File: config.mk
export PLATFORM = sky130hd
export DESIGN_NAME = rgb_to_hsv_pixel
export DESIGN_NICKNAME = d
export VERILOG_FILES = /design/src/rtl/rthsv_pkg.sv /design/src/rtl/rthsv_front.sv /design/src/rtl/rthsv_div_stage.sv /design/src/rtl/rgb_to_hsv_pixel.sv
export SDC_FILE = /design/constraint.sdc
export NUM_CORES = 1
export LEC_CHECK = 0
export BUFFER_PORTS_ARGS = -buffer_cell sky130_fd_sc_hd__buf_2
export CAP_MARGIN = 20
export CORE_ASPECT_RATIO = 0.6
export CORE_MARGIN = 2
export CORE_UTILIZATION = 30
export CTS_CLUSTER_DIAMETER = 40
export DETAILED_ROUTE_END_ITERATION = 8
export HOLD_SLACK_MARGIN = 0.02
export PLACE_DENSITY = 0.52
export SKIP_LAST_GASP = 1
export SLEW_MARGIN = 5
export SYNTH_ARGS = -nofsm -noshare
export SYNTH_HDL_FRONTEND = slang
export SYNTH_SLANG_ARGS = --single-unit
File: constraint.sdc
create_clock -name clk -period 19.1 [get_ports clk]
set_input_delay 1.91 -clock clk [delete_from_list [all_inputs] [get_ports clk]]
set_output_delay 1.91 -clock clk [all_outputs]
set_load 0.1 [all_outputs]
File: src/rtl/rthsv_pkg.sv
// ----------------------------------------------------------------------------
// RGB to HSV pixel converter: shared package
// Types, widths and the restoring-division step used by the divider stages.
// ----------------------------------------------------------------------------
`default_nettype none

package rthsv_pkg;

  // Quotient bits resolved in each divider stage.
  localparam int HUE_STEPS = 8;
  localparam int SAT_STEPS = 7;

  // Hue quotient carries one spare top bit, saturation one as well.
  localparam int HUE_QW = 2 * HUE_STEPS;
  localparam int SAT_QW = 2 * SAT_STEPS;

  // Packed widths of the stream payloads.
  localparam int IN_DATA_W  = 24;
  localparam int OUT_DATA_W = 40;

  // Hue sector chosen by the first channel equal to the maximum.
  typedef enum logic [2:0] {
    SEC_RED   = 3'b001,
    SEC_GREEN = 3'b010,
    SEC_BLUE  = 3'b100
  } rthsv_sector_t;

  // Working state of both dividers as it moves down the pipeline.
  typedef struct packed {
    logic [7:0]        hue_div;   // delta
    logic [7:0]        hue_rem;
    logic [HUE_QW-1:0] hue_num;   // numerator bits not yet consumed, MSB first
    logic [HUE_QW-1:0] hue_quo;
    logic [7:0]        sat_rem;
    logic [SAT_QW-1:0] sat_num;
    logic [SAT_QW-1:0] sat_quo;
    logic [7:0]        bright;    // max, also the saturation divisor
    logic              zero;      // grey or black: hue and saturation are zero
  } rthsv_div_t;

  // One restoring-division step: returns {quotient bit, new remainder}.
  function automatic logic [8:0] div_step(input logic [7:0] rem, input logic nbit,
                                          input logic [7:0] dvs);
    logic [8:0] trial;
    logic [8:0] diff;
    trial = {rem, nbit};
    diff  = trial - {1'b0, dvs};
    if (trial >= {1'b0, dvs}) begin
      div_step = {1'b1, diff[7:0]};
    end else begin
      div_step = {1'b0, trial[7:0]};
    end
  endfunction

endpackage

`default_nettype wire

File: src/rtl/rthsv_front.sv
// ----------------------------------------------------------------------------
// RGB to HSV front end
// Finds max, min and delta, picks the hue sector and forms both dividends.
// ----------------------------------------------------------------------------
`default_nettype none

module rthsv_front (
  input  wire logic [7:0]           red,
  input  wire logic [7:0]           green,
  input  wire logic [7:0]           blue,
  output rthsv_pkg::rthsv_div_t     div_init
);

  logic [7:0]               mx;
  logic [7:0]               mn;
  logic [7:0]               delta;
  rthsv_pkg::rthsv_sector_t sector;
  logic signed [11:0]       diff;
  logic signed [11:0]       tsum;
  logic [10:0]              tval;
  logic [14:0]              t15;
  logic [22:0]              hue_n;
  logic [19:0]              sat_n;

  // Largest and smallest channel.
  always_comb begin
    mx = red;
    mn = red;
    if (green > mx) mx = green;
    if (blue > mx)  mx = blue;
    if (green < mn) mn = green;
    if (blue < mn)  mn = blue;
    delta = mx - mn;
  end

  // Sector by the first channel that equals max, red first.
  always_comb begin
    if (red == mx) begin
      sector = rthsv_pkg::SEC_RED;
    end else if (green == mx) begin
      sector = rthsv_pkg::SEC_GREEN;
    end else begin
      sector = rthsv_pkg::SEC_BLUE;
    end
  end

  // Hue in sixths of a turn times delta: t = diff + k*delta, 0 <= t < 6*delta.
  always_comb begin
    unique case (sector)
      rthsv_pkg::SEC_RED: begin
        diff = $signed({4'b0, green}) - $signed({4'b0, blue});
        if (diff < 0) begin
          tsum = diff + $signed({4'b0, delta} * 12'd6);
        end else begin
          tsum = diff;
        end
      end
      rthsv_pkg::SEC_GREEN: begin
        diff = $signed({4'b0, blue}) - $signed({4'b0, red});
        tsum = diff + $signed({3'b0, delta, 1'b0});
      end
      default: begin
        diff = $signed({4'b0, red}) - $signed({4'b0, green});
        tsum = diff + $signed({2'b0, delta, 2'b0});
      end
    endcase
    tval = tsum[10:0];
  end

  // Hue dividend is t * 3840 = (t * 15) << 8; saturation dividend is delta << 12.
  always_comb begin
    t15   = {tval, 4'b0} - {4'b0, tval};
    hue_n = {t15, 8'b0};
    sat_n = {delta, 12'b0};
  end

  // Initial remainders take the dividend bits above the quotient width.
  always_comb begin
    div_init.hue_div = delta;
    div_init.hue_rem = {1'b0, hue_n[22:rthsv_pkg::HUE_QW]};
    div_init.hue_num = hue_n[rthsv_pkg::HUE_QW-1:0];
    div_init.hue_quo = '0;
    div_init.sat_rem = {2'b0, sat_n[19:rthsv_pkg::SAT_QW]};
    div_init.sat_num = sat_n[rthsv_pkg::SAT_QW-1:0];
    div_init.sat_quo = '0;
    div_init.bright  = mx;
    div_init.zero    = (delta == 8'd0);
  end

endmodule

`default_nettype wire

File: src/rtl/rthsv_div_stage.sv
// ----------------------------------------------------------------------------
// RGB to HSV divider stage
// Resolves a group of quotient bits of the hue and saturation divisions.
// ----------------------------------------------------------------------------
`default_nettype none

module rthsv_div_stage (
  input  wire rthsv_pkg::rthsv_div_t div_in,
  output rthsv_pkg::rthsv_div_t      div_out
);

  logic [7:0]                      hrem;
  logic [7:0]                      srem;
  logic [rthsv_pkg::HUE_STEPS-1:0] hq;
  logic [rthsv_pkg::SAT_STEPS-1:0] sq;
  logic [8:0]                      hres;
  logic [8:0]                      sres;

  // Hue: one restoring step per numerator bit, most significant first.
  always_comb begin
    hrem = div_in.hue_rem;
    hq   = '0;
    hres = '0;
    for (int i = 0; i < rthsv_pkg::HUE_STEPS; i++) begin
      hres = rthsv_pkg::div_step(hrem, div_in.hue_num[rthsv_pkg::HUE_QW-1-i],
                                 div_in.hue_div);
      hrem = hres[7:0];
      hq[rthsv_pkg::HUE_STEPS-1-i] = hres[8];
    end
  end

  // Saturation: same steps with max as divisor.
  always_comb begin
    srem = div_in.sat_rem;
    sq   = '0;
    sres = '0;
    for (int i = 0; i < rthsv_pkg::SAT_STEPS; i++) begin
      sres = rthsv_pkg::div_step(srem, div_in.sat_num[rthsv_pkg::SAT_QW-1-i],
                                 div_in.bright);
      srem = sres[7:0];
      sq[rthsv_pkg::SAT_STEPS-1-i] = sres[8];
    end
  end

  // Shift the consumed bits out and the new quotient bits in.
  always_comb begin
    div_out         = div_in;
    div_out.hue_rem = hrem;
    div_out.hue_num = div_in.hue_num << rthsv_pkg::HUE_STEPS;
    div_out.hue_quo = {div_in.hue_quo[rthsv_pkg::HUE_QW-rthsv_pkg::HUE_STEPS-1:0], hq};
    div_out.sat_rem = srem;
    div_out.sat_num = div_in.sat_num << rthsv_pkg::SAT_STEPS;
    div_out.sat_quo = {div_in.sat_quo[rthsv_pkg::SAT_QW-rthsv_pkg::SAT_STEPS-1:0], sq};
  end

endmodule

`default_nettype wire

File: src/rtl/rgb_to_hsv_pixel.sv
// ----------------------------------------------------------------------------
// RGB to HSV pixel converter
// Converts 8-bit RGB pixels to hue (1/64 degree), saturation (4096 = 1.0)
// and brightness in a three-stage pipeline.
//
//   Channel   Direction  Payload
//   s_*       in         tdata: red, green, blue (8 bits each)
//   m_*       out        tdata: hue (15), saturation (13), brightness (8), pad
//
// One pixel per clock sustained while m_tready is high; a pixel is registered in
// stages one, two and three before output valid. Stage one finds max, min and
// sector, stages two and three each resolve half of both quotients with a chain
// of restoring steps. Each stage holds its item when the stage after it is full
// and stalled, so a stall drops nothing. Reset clears the valid bits only.
// ----------------------------------------------------------------------------
`default_nettype none

module rgb_to_hsv_pixel (
  input  wire logic                             clk,
  input  wire logic                             rst,
  input  wire logic                             s_tvalid,
  output logic                                  s_tready,
  input  wire logic [rthsv_pkg::IN_DATA_W-1:0]  s_tdata,  // red, green, blue
  output logic                                  m_tvalid,
  input  wire logic                             m_tready,
  output logic [rthsv_pkg::OUT_DATA_W-1:0]      m_tdata   // hue, saturation, brightness, 0
);

  rthsv_pkg::rthsv_div_t front_out;
  rthsv_pkg::rthsv_div_t div1_out;
  rthsv_pkg::rthsv_div_t div2_out;
  rthsv_pkg::rthsv_div_t st1;
  rthsv_pkg::rthsv_div_t st2;
  logic                  v1;
  logic                  v2;
  logic                  v3;
  logic                  rdy1;
  logic                  rdy2;
  logic                  rdy3;
  logic [14:0]           hue;
  logic [12:0]           saturation;
  logic [7:0]            brightness;

  // A stage takes a new item when it is empty or its item moves on.
  assign rdy3     = !v3 || m_tready;
  assign rdy2     = !v2 || rdy3;
  assign rdy1     = !v1 || rdy2;
  assign s_tready = rdy1;

  rthsv_front u_front (
    .red      (s_tdata[7:0]),
    .green    (s_tdata[15:8]),
    .blue     (s_tdata[23:16]),
    .div_init (front_out)
  );

  rthsv_div_stage u_div1 (
    .div_in  (st1),
    .div_out (div1_out)
  );

  rthsv_div_stage u_div2 (
    .div_in  (st2),
    .div_out (div2_out)
  );

  // Valid bits.
  always_ff @(posedge clk) begin
    if (rst) begin
      v1 <= 1'b0;
      v2 <= 1'b0;
      v3 <= 1'b0;
    end else begin
      if (rdy1) v1 <= s_tvalid;
      if (rdy2) v2 <= v1;
      if (rdy3) v3 <= v2;
    end
  end

  // Payload registers advance with their stage.
  always_ff @(posedge clk) begin
    if (rdy1) st1 <= front_out;
    if (rdy2) st2 <= div1_out;
    if (rdy3) begin
      hue        <= div2_out.zero ? 15'd0 : div2_out.hue_quo[14:0];
      saturation <= div2_out.zero ? 13'd0 : div2_out.sat_quo[12:0];
      brightness <= div2_out.bright;
    end
  end

  // Output channel.
  assign m_tvalid = v3;
  assign m_tdata  = {4'b0, brightness, saturation, hue};

endmodule

`default_nettype wire

==> qor.log, run 1 <==
INFO  drt            post_route_drc_violation_count=0
INFO  sta            max_slew.worst_pin.slew=0.985ns
INFO  finish         finalNetCount=2,826
INFO  clocking       holdBufCountCts=0
INFO  sta            hold_viol=0
INFO  worst_setup_path crit_arrival=18.12ns
INFO  min_path       hold_path.class=flip-flop to flip-flop
INFO  drt            drt_iter0_drc=1,600
INFO  floorplan      io_pins=70
INFO  worst_setup_path critical_path_required=19.29ns
INFO  clocking       cts_tree=yes
INFO  drt            viasPerCell=5.30
INFO  worst_setup_path critPathMostFrequentCell=o21ai_0
INFO  drt            first_pass_iters=5
INFO  worst_setup_path critPathTopFamily=compound AO/OA/AOI/OAI gates
INFO  logic_synthesis synth.yosys.warnings=0
INFO  drt            wl_per_cell=18.1µm
INFO  drt            ant_nets=0
INFO  clocking       htree_levels=4
INFO  sta            fin_skew=0.0143ns
INFO  sta            fin_crit_sh=93.9%
INFO  clocking       ctsRootBufferMaster=clkbuf_16
INFO  floorplan      coreArea=0.0647mm²
INFO  placed_design  hpwl=47,700µm
INFO  job            max-cap-violations=0
INFO  clocking       worst_setup_hold_path_clk_slew=0.07ns
INFO  global_route   grt_pass1_wl=93,600µm
INFO  logic_synthesis syn-mean-instance-area=8.40µm²
INFO  worst_setup_path critPathMaxStageDelay=0.50ns
INFO  global_route   grt_usage=17.4%
INFO  finish         post_route_cells_drive_above_1_share=12.9%
INFO  finish         post_layout_cell_count=3,327
INFO  clocking       ctsLongestPathBuffers=2
INFO  worst_setup_path timing.setup.critical_path_class=flip-flop to flip-flop
INFO  floorplan      rows=72
INFO  logic_synthesis ys_top_cells_by_count=ha_1, inv_1, a21oi_1
INFO  finish         utilization=34.2%
INFO  floorplan      die_h=203µm
INFO  logic_synthesis yosys.cell_count.top_type=ha_1
INFO  global_route   overflow=0
INFO  clocking       num_cts_buffers=17
INFO  sta            relSlewSlack=34.1%
INFO  logic_synthesis yosysSeqAreaShare=17.7%
INFO  global_route   grt_antenna_before_repair=0
INFO  worst_setup_path critPathSlowestCell=edfxtp_1
INFO  run_status     run_status=finished clean
INFO  logic_synthesis prevailing_post_synth_register_cell=edfxtp_1
INFO  logic_synthesis yosys-top-cells-area=ha_1, edfxtp_1, xnor2_1
INFO  logic_synthesis postSynthCellCount=2,346
INFO  finish         final_antenna_diode_count=0
INFO  global_route   grt_pass1_vias=16,500
INFO  sta            slew_viol_final=0
INFO  clocking       worstSkewPairLatency=0.46ns
INFO  worst_setup_path crit_path_end_kind=flip-flop
INFO  sta            clock_period_minus_final_worst_setup_slack=17.93ns
INFO  floorplan      dieArea=0.0678mm²
INFO  worst_setup_path worstPathMaxFanout=15
INFO  placed_design  io_buffers=65
INFO  logic_synthesis yosys_register_bits=117
INFO  logic_synthesis yosys.cell_types.count=95
INFO  logic_synthesis synth_edf_count=114
INFO  worst_setup_path buf_inv_on_cp=4
INFO  logic_synthesis synth.cell_area=0.0197mm²
INFO  floorplan      start_util=30.5%
INFO  drt            detailroute.via_count=17,600
INFO  logic_synthesis yosysTopAreaCellShare=19.9%
INFO  global_route   grt_max_degree=47
INFO  finish         area_growth_syn_to_layout=12.4%
INFO  drt            drt-total-wl=60,200µm
INFO  logic_synthesis post-synth-top-area-cell=ha_1
INFO  logic_synthesis async_reset_ff_share=0%
INFO  clocking       clock-sinks=117
INFO  placed_design  place.detailed.instances=3,282
INFO  sta            clock.fmax=0.0558GHz
INFO  floorplan      floorplan_die_width=335µm
INFO  placed_design  placer_congestion=0.899
INFO  sta            finalSetupViolations=0
INFO  worst_setup_path startpoint_type=flip-flop
==> cell type report <==
cell class / count / area [µm²]
fillers: 6661 / 42500
multi-input cells: 1976 / 15300
flip-flops and latches: 117 / 3480
well taps: 851 / 1060
repair buffers: 142 / 916
inverters: 209 / 790
clock buffers: 21 / 440
clock inverters: 11 / 134
==> stage by stage <==
| stage | hold slack, ns | worst slack, ns | cell area (µm²) | setup TNS [ns] |
|---|---|---|---|---|
| detailed placement | 0.409 | 0.177 | 21400 | 0 |
| floorplan | 0.400 | 1.88 | 19700 | 0 |
| CTS | 0.419 | 0.0852 | 21900 | 0 |
| finish | 0.417 | 1.17 | 22100 | 0 |
| global route | 0.433 | -0.0276 | 22100 | -0.0276 |
| global placement | 0.402 | 0.773 | 21400 | 0 |
==> worst paths after layout <==
| kind | slack [ns] | to | from | cells after the start |
|---|---|---|---|---|
| worst max-delay path | 1.17 | hue[0] | st2[86] | 79 |
| worst min-delay path | 0.42 | st2[0] | st1[0] | 0 |
| worst max register to register | 1.17 | hue[0] | st2[86] | 79 |
| worst min register to register | 0.42 | st2[0] | st1[0] | 0 |
==> placed cells by master (no fill, tap or decap), drive strengths merged, types with 58 or more instances in the layout <==
cell      n
a21o     58
a21oi   197
buf     142
edfxtp  114
ha      314
inv     207
mux2     89
mux2i    63
nand2   125
nor2    181
nor2b    66
o21ai   142
xnor2   150
xor2     63
==> sequential cells by signal, summed over array words and instances (netlist names) <==
register / cells
st2: 46
hue: 15
saturation: 13
brightness: 8
st1: 32
m_tvalid: 1
v1: 1
v2: 1
==> per-layer routing <==
layer / track usage [%] / wire length [µm] / up-vias
met5: 0 / 0 / -
met3: 2.39 / 3650 / 31
met4: 2.75 / 501 / 0
li1: - / - / 8775
met2: 23.7 / 23100 / 490
met1: 28.6 / 33000 / 8353
==> worst reg2reg max path, delay by kind of cell, from the launching register on <==
kind / cells / cell delay, ns
mux: 6 / 1.67
flops: 1 / 0.50
simple gates: 13 / 1.68
compound gates: 48 / 10.62
buf+inv: 4 / 0.66
fa+ha+maj: 8 / 2.59
==> cell families (layout without fill, tap and decap cells) <==
| group | count (synthesis) | count (layout) | synth area share (%) |
|---|---|---|---|
| flip-flops | 117 | 117 | 17.7 |
| XOR/XNOR | 213 | 213 | 9.47 |
| other | 1 | 4 | 0.0190 |
| AND/OR/NAND/NOR | 595 | 595 | 14.8 |
| multiplexers | 152 | 152 | 8.34 |
| buffers and inverters | 257 | 383 | 5.19 |
| AO/OA/AOI/OAI | 676 | 677 | 22.4 |
| adder cells (fa/ha/maj) | 335 | 335 | 22.1 |
==> what timing repair did <==
| action | 4_1_cts | 5_1_grt |
|---|---|---|
| buffers inserted | 0 | 12 |
| resized for setup | 0 | 25 |
| setup endpoints to repair | 0 | 19 |
Power of run 1 is left out: the tool's default activity adds up to more than one toggle a clock period on the data nets, which glitch-free logic cannot reach.
==> inputs of run 2 (changes only) <==
--- a/config.mk
+++ b/config.mk
@@ -10,10 +10,12 @@
 export CORE_ASPECT_RATIO = 0.6
 export CORE_MARGIN = 2
 export CORE_UTILIZATION = 30
+export CTS_BUF_LIST = sky130_fd_sc_hd__clkbuf_16
 export CTS_CLUSTER_DIAMETER = 40
 export DETAILED_ROUTE_END_ITERATION = 8
 export HOLD_SLACK_MARGIN = 0.02
-export PLACE_DENSITY = 0.52
+export MAX_ROUTING_LAYER = met4
+export PLACE_DENSITY = 0.53
 export SKIP_LAST_GASP = 1
 export SLEW_MARGIN = 5
 export SYNTH_ARGS = -nofsm -noshare
==> constraint.sdc (replaced) <==
create_clock -name clk -period 15.2 [get_ports clk]
set_input_delay 1.52 -clock clk [delete_from_list [all_inputs] [get_ports clk]]
set_output_delay 1.52 -clock clk [all_outputs]
set_load 0.1 [all_outputs]
==> run 2 against run 1 <==
The run now ends with setup timing left. Sequential cell count stayed put. Register-to-register slack worse by 1.4 ns. Wire length is 11% higher. Worst hold slack better by 0.0066 ns. First-iteration DRC count is 5.7% lower. Sequential share of layout area is 2.9 points lower. Non-clock buffer count is 454 higher. Via count is 10% higher. Final area is 22% higher. Global-route usage is 2.1 points higher. Critical endpoint unchanged. Highest routed layer unchanged.
==> qor.log, run 2 (synthesized netlist as in run 1, its figures left out) <==
INFO  drt            drt-total-wl=66,600µm [+11%]
INFO  floorplan      start_util=30.5% [unchanged]
INFO  finish         utilization=41.9% [+7.7 points]
INFO  clocking       ctsRootBufferMaster=clkbuf_16
INFO  clocking       worstSkewPairLatency=0.46ns [about the same]
INFO  placed_design  io_buffers=65 [unchanged]
INFO  placed_design  hpwl=52,300µm [+9.5%]
INFO  worst_setup_path crit_arrival=15.59ns [-2.53 ns]
INFO  sta            relSlewSlack=31.8% [-2.3 points]
INFO  finish         post_route_cells_drive_above_1_share=33.2% [+20 points]
INFO  clocking       clock-sinks=117 [unchanged]
INFO  finish         finalNetCount=3,279 [+16%]
INFO  floorplan      floorplan_die_width=335µm [unchanged]
INFO  global_route   grt_max_degree=47 [unchanged]
INFO  drt            wl_per_cell=17.6µm [-2.7%]
INFO  sta            slew_viol_final=0 [unchanged]
INFO  floorplan      die_h=203µm [unchanged]
INFO  floorplan      coreArea=0.0647mm² [unchanged]
INFO  worst_setup_path critPathSlowestCell=edfxtp_1
INFO  min_path       hold_path.class=flip-flop to flip-flop
INFO  global_route   overflow=0 [unchanged]
INFO  run_status     violations_in_the_final_reports=setup timing
INFO  finish         final_antenna_diode_count=0 [unchanged]
INFO  worst_setup_path startpoint_type=flip-flop
INFO  sta            fin_skew=0.0150ns [+0.000667 ns]
INFO  placed_design  placer_congestion=0.949 [+5.6%]
INFO  finish         largest_register_ffs=46 [unchanged]
INFO  global_route   grt_antenna_before_repair=2 [+2]
INFO  sta            clock_period_minus_final_worst_setup_slack=15.39ns [-2.54 ns]
INFO  worst_setup_path critPathMaxStageDelay=0.47ns [-0.03 ns]
INFO  run_status     run_status=complete, but fails checks
INFO  worst_setup_path crit_path_end_kind=flip-flop
INFO  clocking       holdBufCountCts=0 [unchanged]
INFO  sta            finalSetupViolations=1 [+1]
INFO  global_route   grt_pass1_wl=103,000µm [+9.6%]
INFO  worst_setup_path timing.setup.critical_path_class=flip-flop to flip-flop
INFO  drt            ant_nets=0 [unchanged]
INFO  finish         layout_common_cells=buf_4, ha_1, inv_1
INFO  clocking       worst_setup_hold_path_clk_slew=0.07ns [about the same]
INFO  floorplan      io_pins=70 [unchanged]
INFO  finish         largest-register=st2
INFO  clocking       htree_levels=4 [unchanged]
INFO  sta            hold_viol=0 [unchanged]
INFO  finish         largest_registers=st2: 46 flops, st1: 32 flops, hue: 15 flops
INFO  clocking       ctsLongestPathBuffers=2 [unchanged]
INFO  finish         area_growth_syn_to_layout=37.6%
INFO  job            max-cap-violations=0 [unchanged]
INFO  drt            viasPerCell=5.14 [-3.0%]
INFO  drt            first_pass_iters=5 [unchanged]
INFO  clocking       cts_tree=yes
INFO  worst_setup_path critical_path_required=15.40ns [-3.89 ns]
INFO  drt            drt_iter0_drc=1,509 [-5.7%]
INFO  global_route   grt_usage=19.6% [+2.1 points]
INFO  worst_setup_path critPathMostFrequentCell=ha_4
INFO  floorplan      rows=72 [unchanged]
INFO  drt            post_route_drc_violation_count=0 [unchanged]
INFO  sta            fin_crit_sh=101% [+7.4 points]
INFO  sta            grt_setup_unrepaired=true
INFO  worst_setup_path worstPathMaxFanout=7 [-8]
INFO  sta            max_slew.worst_pin.slew=1.02ns [+0.0340 ns]
INFO  clocking       num_cts_buffers=17 [unchanged]
INFO  drt            detailroute.via_count=19,400 [+10%]
INFO  global_route   grt_pass1_vias=18,400 [+11%]
INFO  finish         commonest_non_fill_non_tap_cell_in_the_layout=buf_4
INFO  sta            clock.fmax=0.0650GHz [+16%]
INFO  sta            worst_slack=-0.192ns [-1.36 ns]
INFO  floorplan      dieArea=0.0678mm² [unchanged]
## run 2: cell count changes in the layout (fill, tap and decap cells not counted), moves of 15 or more
| cell | previous run | this run |
|---|---|---|
| buf_4 | 76 | 510 |
| o21ai_0 | 135 | 89 |
| ha_1 | 314 | 271 |
| ha_4 | 0 | 41 |
| a21oi_1 | 192 | 165 |
| a21oi_2 | 5 | 28 |
| o21ai_1 | 7 | 30 |
| o21ai_2 | 0 | 22 |
| buf_6 | 0 | 20 |
| mux2_4 | 2 | 17 |
| nor2b_1 | 66 | 51 |
## run 2: final timing paths
| check | start | endpoint | slack, ns | depth (start not counted) |
|---|---|---|---|---|
| setup / recovery | st2[77] | hue[0] | -0.19 | 77 |
| hold / removal | st1[0] | st2[0] | 0.42 | 0 |
| setup reg to reg | st2[77] | hue[0] | -0.19 | 77 |
| hold reg to reg | st1[0] | st2[0] | 0.42 | 0 |
## run 2: final cells by class
class                      instances  area (µm²)
clock inverter                    15         188
tap                              851        1060
inverter                         209         808
sequential                       117        3480
multi-input combinational       1975       16800
timing repair buffer             596        4380
clock buffer                      17         425
fill                            6393       37600
## run 2: routing by layer
layer  wire [µm]  part of all wire [%]  track usage [%]  vias to the layer above
met5           0                     0                -                        -
met4         493                  0.74             2.35                        0
met3        3260                   4.9             2.67                       37
met2       26700                    40             26.7                      448
met1       36100                    54             30.7                     9272
li1            -                     -                -                     9687
## run 2: worst max-delay path: cells and delay by family, from the launching register on
kind                       cells  cell delay [ns]
adders and majority gates      8             1.94
AOI/OAI and AO/OA             45             8.29
and+or+nand+nor               15             2.12
muxes                          7             2.02
buffers and inverters          2             0.26
DFF                            1             0.47
## run 2: stage by stage
stage / TNS (ns) / setup WS, ns / instance area (µm²) / hold WS, ns / instances
finish: -0.192 / -0.192 / 27100 / 0.423 / 3780
global route: -4.85 / -0.973 / 27100 / 0.432 / 3780
CTS: -0.0902 / -0.0902 / 25700 / 0.427 / 3719
detailed placement: -8.97 / -0.871 / 24600 / 0.422 / 3652
global placement: -5.82 / -0.696 / 24600 / 0.403 / 3652
floorplan: -0.154 / -0.154 / 20200 / 0.400 / 2349
## run 2: timing repair
item / 4_1_cts / 5_1_grt
gates resized for setup: 55 / 214
cloned: 0 / 1
endpoints found under the setup margin: 19 / 20
pin swaps: 46 / 118
buffers inserted: 35 / 62
Power of run 2 is left out for the same reason.
